<file path="config.mk">
export PLATFORM = sky130hd
export DESIGN_NAME = bounded_list_positional_edit_unit
export DESIGN_NICKNAME = d
export VERILOG_FILES = /design/src/hw/rtl/blpe_pkg.sv /design/src/hw/rtl/blpe_ctrl.sv /design/src/hw/rtl/blpe_dp.sv /design/src/hw/rtl/bounded_list_positional_edit_unit.sv
export SDC_FILE = /design/constraint.sdc
export NUM_CORES = 2
export LEC_CHECK = 0
export BUFFER_PORTS_ARGS = -buffer_cell sky130_fd_sc_hd__buf_4
export CAP_MARGIN = 5
export CELL_PAD_IN_SITES_DETAIL_PLACEMENT = 0
export CELL_PAD_IN_SITES_GLOBAL_PLACEMENT = 1
export CORE_MARGIN = 2
export CORE_UTILIZATION = 25
export DETAILED_ROUTE_END_ITERATION = 7
export GPL_TIMING_DRIVEN = 0
export PLACE_DENSITY = 0.46
export SKIP_CTS_REPAIR_TIMING = 1
export SYNTH_ARGS = -nofsm -noshare
export SYNTH_HDL_FRONTEND = slang
export SYNTH_SLANG_ARGS = --single-unit
export TNS_END_PERCENT = 1
</file>
<file path="constraint.sdc">
create_clock -name i_clk -period 9.8 [get_ports i_clk]
set_input_delay 0.98 -clock i_clk [delete_from_list [all_inputs] [get_ports i_clk]]
set_output_delay 0.98 -clock i_clk [all_outputs]
set_load 0.005 [all_outputs]
</file>
<file path="src/hw/rtl/blpe_pkg.sv">
// Package for the bounded list edit unit.
// Holds request and status codes, controller states and the command and status
// structs that pass between the controller and the datapath. Depends on nothing.
package blpe_pkg;

    localparam int CAPACITY_DEF = 16;
    localparam int KIND_W = 3;
    localparam int VALUE_W = 32;
    localparam int POS_W = 5;

    localparam logic [KIND_W-1:0] K_INS_FRONT = 3'd0;
    localparam logic [KIND_W-1:0] K_INS_POS   = 3'd1;
    localparam logic [KIND_W-1:0] K_INS_BACK  = 3'd2;
    localparam logic [KIND_W-1:0] K_DEL_FRONT = 3'd3;
    localparam logic [KIND_W-1:0] K_DEL_POS   = 3'd4;
    localparam logic [KIND_W-1:0] K_DEL_BACK  = 3'd5;
    localparam logic [KIND_W-1:0] K_READ      = 3'd6;

    typedef enum logic [1:0] {
        ST_OK    = 2'd0,
        ST_EMPTY = 2'd1,
        ST_FULL  = 2'd2,
        ST_RANGE = 2'd3
    } t_status;

    typedef enum logic {
        S_IDLE,
        S_READ
    } t_state;

    typedef enum logic [1:0] {
        CMD_NONE,
        CMD_EDIT,
        CMD_LOAD,
        CMD_STEP
    } t_cmd_op;

    typedef struct packed {
        t_cmd_op op;
    } t_cmd;

    typedef struct packed {
        logic out_free;
        logic count_zero;
        logic read_last;
    } t_dp_status;

endpackage

</file>
<file path="src/hw/rtl/blpe_ctrl.sv">
// Controller state machine of the bounded list edit unit.
// Accepts requests and sequences readouts; drives the datapath through commands.
// Depends on blpe_pkg.
module blpe_ctrl (
    input  logic                         i_clk,
    input  logic                         i_rst_n,
    input  logic                         i_valid,
    input  logic [blpe_pkg::KIND_W-1:0]  i_kind,
    input  blpe_pkg::t_dp_status         i_dp_status,
    output logic                         o_ready,
    output blpe_pkg::t_cmd               o_cmd
);
    import blpe_pkg::*;

    t_state r_state;
    t_state n_state;
    logic   accept;

    assign accept = i_valid && o_ready;

    always_ff @(posedge i_clk) begin
        if (!i_rst_n) begin
            r_state <= S_IDLE;
        end else begin
            r_state <= n_state;
        end
    end

    always_comb begin
        n_state = r_state;
        case (r_state)
            S_IDLE: begin
                if (accept && i_kind == K_READ && !i_dp_status.count_zero) begin
                    n_state = S_READ;
                end
            end
            S_READ: begin
                if (i_dp_status.out_free && i_dp_status.read_last) begin
                    n_state = S_IDLE;
                end
            end
            default: n_state = S_IDLE;
        endcase
    end

    always_comb begin
        o_ready = 1'b0;
        o_cmd.op = CMD_NONE;
        case (r_state)
            S_IDLE: begin
                o_ready = i_dp_status.out_free;
                if (accept) begin
                    if (i_kind == K_READ && !i_dp_status.count_zero) begin
                        o_cmd.op = CMD_LOAD;
                    end else begin
                        o_cmd.op = CMD_EDIT;
                    end
                end
            end
            S_READ: begin
                if (i_dp_status.out_free) begin
                    o_cmd.op = CMD_STEP;
                end
            end
            default: o_cmd.op = CMD_NONE;
        endcase
    end

endmodule

</file>
<file path="src/hw/rtl/blpe_dp.sv">
// Datapath of the bounded list edit unit.
// Holds the row of list cells, the entry count, the readout counter and the
// result register. Depends on blpe_pkg.
module blpe_dp #(
    parameter int CAPACITY = blpe_pkg::CAPACITY_DEF
) (
    input  logic                                i_clk,
    input  logic                                i_rst_n,
    input  blpe_pkg::t_cmd                      i_cmd,
    input  logic [blpe_pkg::KIND_W-1:0]         i_kind,
    input  logic signed [blpe_pkg::VALUE_W-1:0] i_value,
    input  logic [blpe_pkg::POS_W-1:0]          i_position,
    input  logic                                i_ready,
    output blpe_pkg::t_dp_status                o_dp_status,
    output logic                                o_valid,
    output logic [1:0]                          o_status,
    output logic signed [blpe_pkg::VALUE_W-1:0] o_entry_value,
    output logic                                o_last
);
    import blpe_pkg::*;

    localparam int CW = $clog2(CAPACITY + 1);
    localparam int IW = (CW > POS_W) ? CW : POS_W;
    localparam logic [IW-1:0] CAP_E = IW'(CAPACITY);

    logic signed [VALUE_W-1:0] r_cells [CAPACITY];
    logic signed [VALUE_W-1:0] n_cells [CAPACITY];
    logic [CW-1:0]             r_count;
    logic [CW-1:0]             n_count;
    logic [CW-1:0]             r_rem;
    logic [CW-1:0]             n_rem;
    logic                      r_valid;
    logic                      n_valid;
    t_status                   r_status;
    t_status                   n_status;
    logic signed [VALUE_W-1:0] r_entry_value;
    logic signed [VALUE_W-1:0] n_entry_value;
    logic                      r_last;
    logic                      n_last;

    logic [IW-1:0]             cnt_e;
    logic [IW-1:0]             cnt_m1;
    logic [IW-1:0]             pos_e;
    logic [IW-1:0]             at;
    logic                      full;
    logic                      empty;
    logic                      do_ins;
    logic                      do_del;
    logic                      out_free;
    t_status                   edit_status;
    logic                      edit_result;

    assign cnt_e  = IW'(r_count);
    assign cnt_m1 = cnt_e - IW'(1);
    assign pos_e  = IW'(i_position);
    assign full   = (cnt_e >= CAP_E);
    assign empty  = (r_count == '0);
    assign out_free = !r_valid || i_ready;

    assign o_dp_status.out_free   = out_free;
    assign o_dp_status.count_zero = empty;
    assign o_dp_status.read_last  = (r_rem == CW'(1));

    always_comb begin
        do_ins = 1'b0;
        do_del = 1'b0;
        at = '0;
        edit_status = ST_OK;
        edit_result = 1'b1;
        case (i_kind)
            K_INS_FRONT: begin
                if (full) edit_status = ST_FULL;
                else do_ins = 1'b1;
            end
            K_INS_POS: begin
                at = pos_e;
                if (full) edit_status = ST_FULL;
                else if (pos_e < IW'(1) || pos_e > cnt_e) edit_status = ST_RANGE;
                else do_ins = 1'b1;
            end
            K_INS_BACK: begin
                at = cnt_e;
                if (full) edit_status = ST_FULL;
                else do_ins = 1'b1;
            end
            K_DEL_FRONT: begin
                if (empty) edit_status = ST_EMPTY;
                else do_del = 1'b1;
            end
            K_DEL_POS: begin
                at = pos_e;
                if (empty) edit_status = ST_EMPTY;
                else if (pos_e < IW'(1) || pos_e >= cnt_e) edit_status = ST_RANGE;
                else do_del = 1'b1;
            end
            K_DEL_BACK: begin
                at = cnt_m1;
                if (empty) edit_status = ST_EMPTY;
                else do_del = 1'b1;
            end
            K_READ: begin
                edit_status = ST_EMPTY;
            end
            default: begin
                edit_result = 1'b0;
            end
        endcase
    end

    always_comb begin
        n_cells = r_cells;
        n_count = r_count;
        n_rem = r_rem;
        n_valid = r_valid && !i_ready;
        n_status = r_status;
        n_entry_value = r_entry_value;
        n_last = r_last;
        case (i_cmd.op)
            CMD_EDIT: begin
                if (do_ins) begin
                    if (at == '0) n_cells[0] = i_value;
                    for (int i = 1; i < CAPACITY; i++) begin
                        if (IW'(i) == at) n_cells[i] = i_value;
                        else if (IW'(i) > at) n_cells[i] = r_cells[i-1];
                    end
                    n_count = r_count + CW'(1);
                end
                if (do_del) begin
                    for (int i = 0; i < CAPACITY - 1; i++) begin
                        if (IW'(i) >= at) n_cells[i] = r_cells[i+1];
                    end
                    n_count = r_count - CW'(1);
                end
                if (edit_result) begin
                    n_valid = 1'b1;
                    n_status = edit_status;
                    n_entry_value = '0;
                    n_last = 1'b1;
                end
            end
            CMD_LOAD: begin
                n_rem = r_count;
            end
            CMD_STEP: begin
                for (int i = 0; i < CAPACITY - 1; i++) begin
                    if (IW'(i) == cnt_m1) n_cells[i] = r_cells[0];
                    else n_cells[i] = r_cells[i+1];
                end
                if (cnt_m1 == IW'(CAPACITY - 1)) n_cells[CAPACITY-1] = r_cells[0];
                n_rem = r_rem - CW'(1);
                n_valid = 1'b1;
                n_status = ST_OK;
                n_entry_value = r_cells[0];
                n_last = (r_rem == CW'(1));
            end
            default: begin
                n_rem = r_rem;
            end
        endcase
    end

    always_ff @(posedge i_clk) begin
        if (!i_rst_n) begin
            r_count <= '0;
            r_rem <= '0;
            r_valid <= 1'b0;
        end else begin
            r_count <= n_count;
            r_rem <= n_rem;
            r_valid <= n_valid;
        end
    end

    always_ff @(posedge i_clk) begin
        r_cells <= n_cells;
        r_status <= n_status;
        r_entry_value <= n_entry_value;
        r_last <= n_last;
    end

    assign o_valid = r_valid;
    assign o_status = r_status;
    assign o_entry_value = r_entry_value;
    assign o_last = r_last;

    a_count_bound: assert property (@(posedge i_clk) disable iff (!i_rst_n)
        cnt_e <= CAP_E)
        else $error("entry count above capacity");

    a_step_has_work: assert property (@(posedge i_clk) disable iff (!i_rst_n)
        i_cmd.op == CMD_STEP |-> r_rem != '0 && r_rem <= r_count)
        else $error("readout step without remaining entries");

    a_step_keeps_count: assert property (@(posedge i_clk) disable iff (!i_rst_n)
        i_cmd.op == CMD_STEP |=> $stable(r_count))
        else $error("entry count changed during readout");

    a_cmd_needs_room: assert property (@(posedge i_clk) disable iff (!i_rst_n)
        i_cmd.op != CMD_NONE |-> out_free)
        else $error("command issued while result register is held");

endmodule

</file>
<file path="src/hw/rtl/bounded_list_positional_edit_unit.sv">
// Every edit request (insert or delete at front, position or back) gives one
// result word with last set. A readout gives one word per list entry, one per
// cycle while the output is not stalled, by rotating the row of list cells
// past the result register; an empty readout gives one word. One request is
// in work at a time, so a readout holds off the next request until its last
// word is given. A result register sits on the output, and a stalled output
// stalls the work. Depends on blpe_pkg, blpe_ctrl and blpe_dp.
module bounded_list_positional_edit_unit #(
    parameter int CAPACITY = blpe_pkg::CAPACITY_DEF
) (
    input  logic                                i_clk,
    input  logic                                i_rst_n,
    input  logic                                i_valid,
    output logic                                o_ready,
    input  logic [blpe_pkg::KIND_W-1:0]         i_kind,
    input  logic signed [blpe_pkg::VALUE_W-1:0] i_value,
    input  logic [blpe_pkg::POS_W-1:0]          i_position,
    output logic                                o_valid,
    input  logic                                i_ready,
    output logic [1:0]                          o_status,
    output logic signed [blpe_pkg::VALUE_W-1:0] o_entry_value,
    output logic                                o_last
);
    import blpe_pkg::*;

    t_cmd       cmd;
    t_dp_status dp_status;

    blpe_ctrl u_ctrl (
        .i_clk       (i_clk),
        .i_rst_n     (i_rst_n),
        .i_valid     (i_valid),
        .i_kind      (i_kind),
        .i_dp_status (dp_status),
        .o_ready     (o_ready),
        .o_cmd       (cmd)
    );

    blpe_dp #(
        .CAPACITY (CAPACITY)
    ) u_dp (
        .i_clk         (i_clk),
        .i_rst_n       (i_rst_n),
        .i_cmd         (cmd),
        .i_kind        (i_kind),
        .i_value       (i_value),
        .i_position    (i_position),
        .i_ready       (i_ready),
        .o_dp_status   (dp_status),
        .o_valid       (o_valid),
        .o_status      (o_status),
        .o_entry_value (o_entry_value),
        .o_last        (o_last)
    );

endmodule
</file>
After elaboration in Yosys (flattened, before gate mapping)
Index checks and enable logic that the tools add are counted.
{"block": "word_totals", "elab_cells": 234, "ff_bits": 559, "inputBits": 44}
{"block": "classes", "n_eq_ne": 45, "n_mux": 101, "n_reduce_logical": 27, "bitwise_logic": 1, "add_sub_neg": 3, "magnitude_cmp": 34}
{"cell": "32-bit 2-to-1 mux", "count": 63}
{"cell": "512-bit one-hot mux with 2 select lines", "count": 1}
{"cell": "512-bit 2-to-1 mux", "count": 1}
{"cell": "480-bit 2-to-1 mux", "count": 1}
{"cell": "4-bit by 5-bit == test with 1-bit output, first input constant", "count": 15}
{"cell": "32-bit one-hot mux with 2 select lines", "count": 1}
{"cell": "3-bit by 5-bit == test with 1-bit output, first input constant", "count": 8}
{"cell": "4-bit by 5-bit > comparator with 1-bit output, first input constant", "count": 8}
{"cell": "4-bit by 5-bit >= comparator with 1-bit output, first input constant", "count": 7}
{"cell": "2-bit by 5-bit == test with 1-bit output, first input constant", "count": 4}
{"cell": "3-bit by 5-bit >= comparator with 1-bit output, first input constant", "count": 4}
{"cell": "3-bit by 5-bit > comparator with 1-bit output, first input constant", "count": 4}
{"cell": "2-bit 2-to-1 mux", "count": 9}
{"cell": "5-bit logical NOT", "count": 3}
{"cell": "5-bit one-hot mux with 3 select lines", "count": 1}
{"cell": "1-bit 2-to-1 mux", "count": 13}
{"cell": "1-bit by 5-bit == test with 1-bit output, first input constant", "count": 2}
{"cell": "1-bit by 5-bit >= comparator with 1-bit output, first input constant", "count": 2}
{"cell": "2-bit by 5-bit >= comparator with 1-bit output, first input constant", "count": 2}
{"cell": "2-bit by 5-bit > comparator with 1-bit output, first input constant", "count": 2}
{"cell": "5-bit 2-to-1 mux", "count": 2}
{"cell": "1-bit one-hot mux with 2 select lines", "count": 5}
{"cell": "2-bit one-hot mux with 5 select lines", "count": 1}
{"cell": "5-bit one-hot mux with 2 select lines", "count": 1}
{"cell": "other kinds (28)", "count": 51}

Depth between registers and ports, before layout
{"block": "depth", "word_depth": 10, "depth_mapped": 14, "ltp_nobuf": 9}

Cells and area by module
From an unflattened synthesis, not the netlist that was laid out.
{"block": "hier_totals", "cells_unflattened": 3631, "area_unflattened_um2": 36254.8}
{"module": "blpe_dp", "n_inst": 1, "seq_area_each_um2": 16646.0, "area_per_inst_um2": 36158.4, "cells_per_inst": 3619}
{"module": "blpe_ctrl", "n_inst": 1, "seq_area_each_um2": 20.0, "area_per_inst_um2": 96.3, "cells_per_inst": 12}

Least setup slack after synthesis
Ideal clock, no wire load.
{"block": "synth_timing", "path_kind": "register -> register", "startpoint": "register u_dp.r_count[0] (netlist: u_dp.cnt_e[0])", "endpoint": "register u_dp.r_entry_value[0] (netlist: u_dp.o_entry_value[0]) (enable)", "t_required_ps": 9319, "synth_period_minus_slack_ps": 10449, "path_buffers": 3, "stages_incl_launch_ff": 10, "slack_ps": -649, "t_arrival_ps": 9967, "path_cell_list": "dfxtp_1 buf_2 inv_1 ha_1 buf_2 or4b_2 a31oi_1 o21a_1 buf_2 a21boi_0"}
{"block": "synth_between", "elab_chain_len": 9}
{"element": "start, declared", "line_no": "blpe_dp.sv:28", "rtl": "logic [CW-1:0] r_count;"}
{"element": "start signal, assigned", "line_no": "blpe_dp.sv:168", "rtl": "r_count <= n_count;"}
{"element": "5-bit logical NOT (*)", "line_no": "blpe_dp.sv:57", "rtl": "assign empty = (r_count == '0);"}
{"element": "1-bit logical NOT (*)", "line_no": "blpe_ctrl.sv:53", "rtl": "if (i_kind == K_READ && !i_dp_status.count_zero) begin"}
{"element": "1-bit logical AND (*)", "line_no": "blpe_ctrl.sv:53"}
{"element": "2-bit 2-to-1 mux (*)", "line_no": "blpe_ctrl.sv:53"}
{"element": "2-bit 2-to-1 mux (*)", "line_no": "blpe_ctrl.sv:52", "rtl": "if (accept) begin"}
{"element": "2-bit one-hot mux with 2 select lines (*)", "line_no": "blpe_ctrl.sv:49", "rtl": "case (r_state)"}
{"element": "2-bit by 1-bit == test with 1-bit output / 2-bit == test (equally long branches)", "line_no": "blpe_dp.sv:118", "rtl": "case (i_cmd.op)"}
{"element": "2-bit by 1-bit inequality test with 1-bit output (no source line) / 2-bit nonzero test (equally long branches)"}
{"element": "2-bit AND reduction (no source line) (*)"}
{"element": "end signal, assigned", "line_no": "blpe_dp.sv:177", "rtl": "r_entry_value <= n_entry_value;"}
{"element": "end, declared", "line_no": "blpe_dp.sv:36", "rtl": "logic signed [VALUE_W-1:0] r_entry_value;"}
Every way passes the cells marked *; elsewhere a longest branch is shown, timed or not.
A chain may end at the register's enable or synchronous reset.

==> impl_metrics.ini <==
[yosys]
synth.net_count = 3418
async_flop_share_pct = 0
synth_seq_cells = 559
synth-warning-count = 0
syn_avg_cell_area_um2 = 10.59
synth_top_cell_area_share_pct = 46.14
ys_types = 95
netlist_area_um2 = 35600
synth_most_common_cell = edfxtp_1
synth_commonest_cells = 547 x edfxtp_1, 294 x clkbuf_1, 292 x nor2_1, 244 x nand2_1, 231 x o221a_2
synth_top_flop_cell = edfxtp_1
yosysSeqAreaShare_pct = 46.82
synth.top_cells.by_area = edfxtp_1 46%, o221a_2 7.3%, mux2i_1 4.8%, o22ai_1 3.4%, a22o_1 3.2%
syn_inst = 3361
yosys.area.top_type = edfxtp_1
synth_edf_count = 547

[timing]
rsz0062_at_grt = false
fmax_mhz = 157.0
period_needed_ns = 6.371
hold_ws_ns = 0.5578
relSlewSlack_pct = -9.596
post-route-period-util_pct = 65.01
tns_ns = 0
finalSetupViolCount = 0
slew_viol_final = 17
worstMarginPinSlew_ns = 1.644
layout_setup_ws_ns = 3.429
hold_viol = 0
fin_worst_skew_ns = 0.03613

[finish]
post-route-util_pct = 29.31
final_nets = 3596
syn2layout_area_growth_pct = 16.45
final_layout_size_suffix_gt1_share_pct = 16.87

[pwr]
clockPowerShare_pct = 32.4
total_power_mw = 8.804
p_switching_mw = 3.184
p_sw_share_pct = 36.16
p_int_mw = 5.621
vdd_drop_max_v = 0.0001351
power_frac_comb_pct = 26.9
p_leak_nw = 14.40
seq_power_share_pct = 40.7
power_density_nw_per_um2 = 212.4

[worst_setup_path]
cp_slowest_cell = clkbuf_1
crit_path_start_kind = register
path_depth = 13
worst-endpoint-required_ns = 10.22
worstPathCellList = buf_2, inv_1, ha_1, or4bb_1, o211ai_2, nand2_1, nand4_1, or2_1, clkbuf_1, and2_1, clkbuf_1, buf_2, a211oi_1
end_kind = register
arrival_ns = 6.79
path_delay_family = buffers and inverters
worstSetupPathType = register to register
critPathMaxStageDelay_ns = 0.92
critPathBufInv = 5
r2r_cells = 13
worstPathMaxFanout = 10

[placed_design]
gp_congestion = 0.9312
place_hpwl_um = 146300
port-buffer-count = 78
pre_cts_ws_ns = 3.817

[die]
die_x_um = 381.4
dieArea_um2 = 145400
rows = 138
die_y_um = 381.4
core_um2 = 141400
ioPinCount = 81
initial_core_util_pct = 25.17

[clock_network]
worst_skew_pair.late_latency_ns = 0.71
h-tree-depth = 3
cts_tree = built
clockBufferDepth = 3
cts.sinks = 559
cts.root.buffer_cell = clkbuf_16
cts_made_buffers = 76
clk_pin_slew_ns = 0.06

[grt]
grt_pass1_wl_um = 286300
antenna_found_initial = 10
grt.overflow.total = 0
grt_usage_pct = 27.94
grt_max_degree = 104
grt_pass1_vias = 33310

[hold_path]
hold_class = register to register
hold_depth = 1

[route]
viasPerCell = 6.262
totalWireLength_um = 210100
dr_total_vias = 34390
routedWlPerCell_um = 38.26
drtAntennaViolNets = 0
drtIter0Drc = 4542
drt_pre_antenna_iters = 8
drc = 0

[run_status]
failed_checks = max-capacitance violations, max-slew violations
outcome = finished with violations

[flow_run]
max-cap-violations = 2
[cell families (layout without fill, tap and decap cells)]
group	count (synthesis)	in the layout	synth area share [%]
AO/OA/AOI/OAI	1400	1400	33.02
XOR/XNOR	6	6	0.1898
adder cells (fa/ha/maj)	13	13	0.4569
buffers and inverters	473	705	5.536
flip-flops	559	559	46.82
multiplexers	170	170	4.780
other	0	8	0
AND/OR/NAND/NOR	740	740	9.198
[stage by stage]
step / instance area, µm² / cells
after CTS: 41410 / 5481
after detailed placement: 39010 / 5349
after global placement: 38550 / 5329
after floorplan: 35600 / 3361
final: 41450 / 5491
after global routing: 41430 / 5483
[per-layer routing]
layer / vias up / part of all wire [%] / GRT usage [%]
met5: - / 0.0076 / 0
met4: 2 / 4.6 / 10.98
met3: 409 / 8.3 / 6.850
met2: 1875 / 44 / 42.95
met1: 17820 / 43 / 37.56
li1: 14290 / - / -
[cell type report]
| type | count | area (µm²) |
|---|---|---|
| antenna | 8 | 20.02 |
| buffer | 426 | 1805 |
| clock buffer | 98 | 2078 |
| clock inverter | 34 | 317.8 |
| fill | 14810 | 99960 |
| inverter | 47 | 176.4 |
| multi-input combinational | 2329 | 17060 |
| sequential | 559 | 16670 |
| tap | 1890 | 2365 |
| timing repair buffer | 100 | 969.7 |
[worst paths after layout]
kind	slack, ns	from	endpoint
max	3.43	u_dp.cnt_e[0]$_SDFFE_PN0P_	u_dp.r_cells[423]$_DFFE_PN_
min	0.56	u_dp.r_rem[4]$_SDFFE_PN0P_	u_dp.r_rem[4]$_SDFFE_PN0P_
max reg2reg	3.43	u_dp.cnt_e[0]$_SDFFE_PN0P_	u_dp.r_cells[423]$_DFFE_PN_
min reg2reg	0.56	u_dp.r_rem[4]$_SDFFE_PN0P_	u_dp.r_rem[4]$_SDFFE_PN0P_
[state kept, by name, indices dropped and copies added, names as in the netlist]
| register | flops |
|---|---|
| u_dp.cnt_e | 5 |
| u_dp.o_entry_value | 32 |
| u_dp.r_rem | 5 |
| u_ctrl.r_state | 1 |
| u_dp.r_cells | 512 |
| u_dp.o_valid | 1 |
| u_dp.o_status | 2 |
| u_dp.o_last | 1 |
[layout by cell type (no fill, tap or decap), types with 10 or more instances in the layout]
master and n:
buf_1 19, buf_6 10, o221a_2 231, nand2b_1 11, clkinv_1 15, and3_1 41
ha_1 13, a211oi_1 73, nand3_1 78, a32oi_1 88, o31ai_1 33, dfxtp_1 12
a22o_1 129, nand2_1 243, o21ai_0 81, nor2_1 292, inv_1 46, a21oi_1 107
a22oi_1 33, mux2i_1 170, o22ai_1 193, a221oi_1 98, o211ai_1 69, a211o_1 33
clkbuf_1 309, clkbuf_16 79, a32o_1 33, a221o_1 71, buf_4 89, buf_2 97
clkinv_2 10, edfxtp_1 547, o221a_1 19, a222oi_1 32
[power by group through the flow]
stage / Clock (mW) / Sequential, mW / Combinational [mW]
finish: 2.86 / 3.58 / 2.37
global route: 2.97 / 3.60 / 2.49
CTS: 2.89 / 3.56 / 2.32
detailed placement: 0 / 3.60 / 2.31
global placement: 0 / 3.65 / 2.27
floorplan: 0 / 3.39 / 1.42
Power figures use the tool's default switching activity.
